$ cat config.mk
export PLATFORM = sky130hd
export DESIGN_NAME = fdre_emitter_flat
export DESIGN_NICKNAME = d
export VERILOG_FILES = /design/src/rtl/fdre_pkg.sv /design/src/rtl/fdre_if.sv /design/src/rtl/fdre_emitter.sv /design/src/flat_wrapper.sv
export VERILOG_INCLUDE_DIRS = /design/src /design/src/rtl
export SDC_FILE = /design/constraint.sdc
export NUM_CORES = 1
export LEC_CHECK = 0
export ABC_AREA = 1
export BUFFER_PORTS_ARGS = -buffer_cell sky130_fd_sc_hd__buf_2
export CAP_MARGIN = 10
export CORE_MARGIN = 5
export CORE_UTILIZATION = 50
export DETAILED_ROUTE_END_ITERATION = 10
export GPL_TIMING_DRIVEN = 0
export PLACE_DENSITY = 0.85
export REMOVE_ABC_BUFFERS = 1
export SLEW_MARGIN = 40
export SYNTH_ARGS = -nofsm -noshare
export SYNTH_HDL_FRONTEND = slang
export SYNTH_SLANG_ARGS = --single-unit
$ cat constraint.sdc
create_clock -name clk_i -period 4.24 [get_ports clk_i]
set_clock_uncertainty 0.2 [all_clocks]
set_input_delay 0.636 -clock clk_i [delete_from_list [all_inputs] [get_ports clk_i]]
set_output_delay 0.636 -clock clk_i [all_outputs]
set_load 0.005 [all_outputs]
$ cat src/rtl/frame_delta_run_encoder_top_macros.svh
// Assertion macros shared by the frame delta run encoder modules.
// Depends on nothing; included by the modules that carry assertions.
`ifndef FRAME_DELTA_RUN_ENCODER_TOP_MACROS_SVH
`define FRAME_DELTA_RUN_ENCODER_TOP_MACROS_SVH

// The consequent must hold in the same cycle as the antecedent.
`define FDRE_ASSERT_SAME(lbl, clk, rstn, ante, cons) \
  lbl: assert property (@(posedge clk) disable iff (!rstn) (ante) |-> (cons)) \
    else $error("%m: same-cycle check failed");

// The consequent must hold in the cycle after the antecedent.
`define FDRE_ASSERT_NEXT(lbl, clk, rstn, ante, cons) \
  lbl: assert property (@(posedge clk) disable iff (!rstn) (ante) |=> (cons)) \
    else $error("%m: next-cycle check failed");

`endif

$ cat src/rtl/fdre_pkg.sv
// Shared types and constants of the frame delta run encoder.
// Used by the interfaces, the encoder, the emitter and the top level.
package fdre_pkg;

  localparam int WORD_W                  = 32;
  localparam int LEN_W                   = 21;
  localparam int COUNT_W                 = 23;
  localparam int WORD_BYTES              = 4;
  localparam int MAX_RECS                = 4;
  localparam int DEFAULT_MAX_FRAME_WORDS = 1048576;

  typedef enum logic [1:0] {
    REC_OFFSET = 2'd0,
    REC_DATA   = 2'd1,
    REC_COUNT  = 2'd2,
    REC_TOTAL  = 2'd3
  } rec_kind_e;

  typedef enum logic {
    OP_ENCODE = 1'b0,
    OP_LOAD   = 1'b1
  } op_e;

  typedef struct packed {
    rec_kind_e           kind;
    logic [WORD_W-1:0]   value;
  } rec_t;

  typedef struct packed {
    logic [2:0]                count;
    rec_t [MAX_RECS-1:0]       recs;
  } rec_set_t;

endpackage

$ cat src/rtl/fdre_if.sv


interface fdre_out_if;
  logic                         valid;
  logic                         ready;
  logic [1:0]                   record_kind;
  logic [fdre_pkg::WORD_W-1:0]  record_value;
  logic                         last_of_item;

  modport source (output valid, output record_kind, output record_value,
                  output last_of_item, input ready);
  modport sink   (input valid, input record_kind, input record_value,
                  input last_of_item, output ready);
endinterface

$ cat src/rtl/fdre_emitter.sv
// Record buffer that holds the records of one item and sends them one a cycle
// while ready is high. Depends on fdre_pkg and the output channel interface.
`include "frame_delta_run_encoder_top_macros.svh"

module fdre_emitter (
  input  logic                 clk_i,
  input  logic                 rst_ni,
  input  logic                 load_i,
  input  fdre_pkg::rec_set_t   set_i,
  output logic                 can_load_o,
  fdre_out_if.source           out_o
);

  logic                                         busy_q, busy_d;
  logic [2:0]                                   cnt_q, cnt_d;
  logic [1:0]                                   ptr_q, ptr_d;
  fdre_pkg::rec_t [fdre_pkg::MAX_RECS-1:0]      slots_q, slots_d;
  logic                                         last_rec;
  logic                                         hs;
  logic                                         done;

  assign last_rec   = ({1'b0, ptr_q} == (cnt_q - 3'd1));
  assign hs         = busy_q && out_o.ready;
  assign done       = hs && last_rec;
  assign can_load_o = !busy_q || done;

  assign out_o.valid        = busy_q;
  assign out_o.record_kind  = slots_q[ptr_q].kind;
  assign out_o.record_value = slots_q[ptr_q].value;
  assign out_o.last_of_item = last_rec;

  always_comb begin
    busy_d  = busy_q;
    cnt_d   = cnt_q;
    ptr_d   = ptr_q;
    slots_d = slots_q;
    if (load_i) begin
      busy_d  = (set_i.count != 3'd0);
      cnt_d   = set_i.count;
      ptr_d   = 2'd0;
      slots_d = set_i.recs;
    end else if (hs) begin
      if (last_rec) begin
        busy_d = 1'b0;
      end else begin
        ptr_d = ptr_q + 2'd1;
      end
    end
  end

  always_ff @(posedge clk_i or negedge rst_ni) begin
    if (!rst_ni) begin
      busy_q <= 1'b0;
      cnt_q  <= 3'd0;
      ptr_q  <= 2'd0;
    end else begin
      busy_q <= busy_d;
      cnt_q  <= cnt_d;
      ptr_q  <= ptr_d;
    end
  end

  always_ff @(posedge clk_i) begin
    slots_q <= slots_d;
  end

  `FDRE_ASSERT_SAME(a_ptr_in_range, clk_i, rst_ni, busy_q, ({1'b0, ptr_q} < cnt_q))
  `FDRE_ASSERT_SAME(a_busy_has_records, clk_i, rst_ni, busy_q, (cnt_q != 3'd0))
  `FDRE_ASSERT_SAME(a_load_when_free, clk_i, rst_ni, load_i, (!busy_q || done))

endmodule

$ cat src/flat_wrapper.sv
// flat-port wrapper written by rule: the top's interface ports become plain ports
module fdre_emitter_flat 
  (clk_i, rst_ni, load_i, set_i, can_load_o, out_o_valid, out_o_record_kind, out_o_record_value, out_o_last_of_item, out_o_ready);
  fdre_out_if out_o_i ();
  input  logic clk_i;
  input  logic rst_ni;
  input  logic load_i;
  input  fdre_pkg::rec_set_t set_i;
  output logic can_load_o;
  output wire logic [$bits(out_o_i.valid)-1:0] out_o_valid;
  output wire logic [$bits(out_o_i.record_kind)-1:0] out_o_record_kind;
  output wire logic [$bits(out_o_i.record_value)-1:0] out_o_record_value;
  output wire logic [$bits(out_o_i.last_of_item)-1:0] out_o_last_of_item;
  input wire logic [$bits(out_o_i.ready)-1:0] out_o_ready;
  assign out_o_valid = out_o_i.valid;
  assign out_o_record_kind = out_o_i.record_kind;
  assign out_o_record_value = out_o_i.record_value;
  assign out_o_last_of_item = out_o_i.last_of_item;
  assign out_o_i.ready = out_o_ready;
  fdre_emitter u_core (.clk_i(clk_i), .rst_ni(rst_ni), .load_i(load_i), .set_i(set_i), .can_load_o(can_load_o), .out_o(out_o_i));
endmodule
==> reports/qor.txt <==
status -> completed
max-cap viol count -> 0
met3 GRT Util -> 8.245%
register area share after synthesis -> 77.42%
Distinct cells, synth -> 24
WP data required -> 3.40 ns
Crit Path Class -> reg -> out
die area -> 0.01313 mm²
Ys Warns -> 0
Final Setup Violations -> 0
most frequent cell after synthesis -> edfxtp_1
Crit path top cell by count -> nand2_1
iteration-0 DRC count of the detailed router -> 255
Avg Cell Area, Syn -> 14.58 µm²
max-slew violation count -> 0
Bufs on Longest Clock Path -> 2
mapped cell area -> 0.005469 mm²
initial antenna violation count -> 0
area of the multi-input gates -> 0.001062 mm²
Die Ht -> 114.6 µm
Via density -> 5.215
Core Area -> 0.01079 mm²
Buf+Inv Stages, Crit Path -> 2
dpl ws -> 1.467 ns
post_cts resized -> 0
Fillers -> 773
Max Clk Rate -> 300.7 MHz
Antenna Nets Post-Route -> 0
Tot Pwr -> 3.471 mW
crit path cell chain -> inv_2 > nand2_1 > nand2_1 > nand3_2 > o21ai_1 > buf_2
ys async rst share -> 4.225%
fin crit period -> 3.325 ns
layout cells sized above 1 -> 41.62%
Nets -> 698
clock root buffer -> clkbuf_8
crit share post-route -> 78.43%
type of the worst min-delay path -> in -> reg
switching share of power -> 24.31%
num ports -> 180
VDD IR-drop max -> 0.4095 mV
prevailing post-synth register cell -> edfxtp_1
FF+latch count, synth -> 142
routed vias -> 3687
met1 Use GR -> 20.76%
TritonCTS clock tree -> built
Diodes inserted -> 0
Num Clock Sinks -> 142
Post-synth EDFFs -> 136
std cell rows -> 38
delay of the slowest cell on the worst path -> 0.68 ns
Initial DRT Pass Iterations -> 4
Area contributors post-synth -> edfxtp_1 (75%), o21ai_0 (6.4%), nor2_1 (4.0%)
area delta synth->final -> 28.23%
finished layout cell area -> 0.007013 mm²
total negative setup slack -> 0 ns
GRT Total Usage -> 18.91%
crit start category -> flop
critical path endpoint category -> primary output
CP max-delay cell -> dfrtp_2
Final WS setup -> 0.9146 ns
area share of the largest cell type after synthesis -> 74.67%
Initial Utilization -> 50.67%
largest area contributor in the netlist -> edfxtp_1
GRT busiest layer -> met2
CP max FO -> 38
register area -> 0.004239 mm²
via count of the first global-routing pass -> 3830
Worst slew margin -> 49.19%
Clock transition at path regs -> 0.06 ns
RSZ-0062 raised after global routing -> no
Logic pwr share -> 12.3%
GRT overflow -> 0
worst skew pair latency -> 0.52 ns
final WL -> 12180 µm
Leak -> 2.811 nW
die width -> 114.6 µm
critical path's top delay family -> buffers and inverters
hpwl dp -> 8170 µm
largest net degree at the start of global routing -> 80
H-tree Lvls -> 4
sequential power share -> 49.5%
Clk pwr share -> 38.2%
CTS buffer count -> 17
Hold Fails Final Rpt -> 0
worst slew pin tran -> 0.7621 ns
Synth top cells by count -> edfxtp_1 (136), o21ai_0 (70), nor2_1 (58)
GP Congestion -> 0.7516
Cells after Synth -> 375
IO Port Bufs -> 179
area of placed instances -> 0.006465 mm²
routed len/inst -> 17.22 µm
PD cells -> 494.9 mW/mm²
internal power -> 2.627 mW
Net Sw Power -> 843.7 µW
CP arrival -> 2.49 ns
# DRC -> 0
first-pass GRT wire length -> 18450 µm
GRT met2 Usage -> 32.87%
==> flip-flops by register name, indices dropped and copies added (netlist names) <==
register,cells
u_core.out_o.valid,1
u_core.cnt_q,3
u_core.ptr_q,2
u_core.slots_q,136
==> repair_timing <==
item | 4_1_cts | 5_1_grt
endpoints found under the setup margin | 0 | 0
hold buffers | 1 | 0
buffers inserted | 0 | 0
hold endpoints to repair | 6 | 0
==> path summary, 6_finish.rpt <==
check                                      from            endpoint  slack (ns)  cells after the start
worst max register to register  u_core.ptr_q[1]  u_core.out_o.valid        1.90                      8
min in group asynchronous                rst_ni     u_core.ptr_q[0]        0.28                      2
worst max-delay path            u_core.ptr_q[1]          can_load_o        0.91                      6
worst min-delay path                  set_i[65]  u_core.slots_q[65]        0.09                      1
worst min register to register  u_core.cnt_q[2]     u_core.cnt_q[2]        0.34                      2
max in group asynchronous                rst_ni     u_core.ptr_q[0]        3.39                      2
==> cells in the final DEF, fill, tap and decap left out, drive strengths merged <==
cell type / n
dlygate4sd3: 1
buf: 181
bufinv: 1
nor2: 68
dfrtp: 6
o22ai: 34
nand2: 22
clkinv: 5
clkinvlp: 5
o31ai: 1
xnor2: 1
xor2: 1
nand4: 3
clkbuf: 19
inv: 10
edfxtp: 136
o21ai: 71
nand3: 1
ha: 1
==> power groups by stage <==
stage	Sequential, mW	Clock, mW	Combinational, mW
after floorplan	1.73	0	0.185
after global placement	1.76	0	0.385
after detailed placement	1.75	0	0.432
after CTS	1.72	1.36	0.435
after global routing	1.73	1.42	0.476
final	1.72	1.33	0.427
==> logic make-up after synthesis <==
family                   Yosys count  share of synthesized area, %
adder cells (fa/ha/maj)            1                        0.2287
XOR/XNOR                           2                        0.3204
AO/OA/AOI/OAI                    106                         11.67
AND/OR/NAND/NOR                   94                         7.207
buffers and inverters             30                         3.157
flip-flops                       142                         77.42
==> metrics by stage <==
step,instances,util (%),hold slack (ns)
CTS,707,64.98,0.05618
global placement,672,59.32,0.2638
global route,707,64.98,0.04107
floorplan,353,-,0.1404
finish,707,64.98,0.09027
detailed placement,674,59.90,0.2720
==> final cells by class <==
class | count | area share, %
repair buffers | 182 | 13.74
inverters | 8 | 0.4996
well taps | 140 | 2.498
clock inverters | 13 | 1.659
clock buffers | 19 | 6.012
flip-flops and latches | 142 | 60.45
multi-input cells | 203 | 15.15
==> layer usage <==
layer	up-vias	routed length [µm]
met2	169	6371
li1	1756	-
met1	1743	4523
met4	0	185
met5	-	0
met3	19	1095
Power figures use the tool's default switching activity.
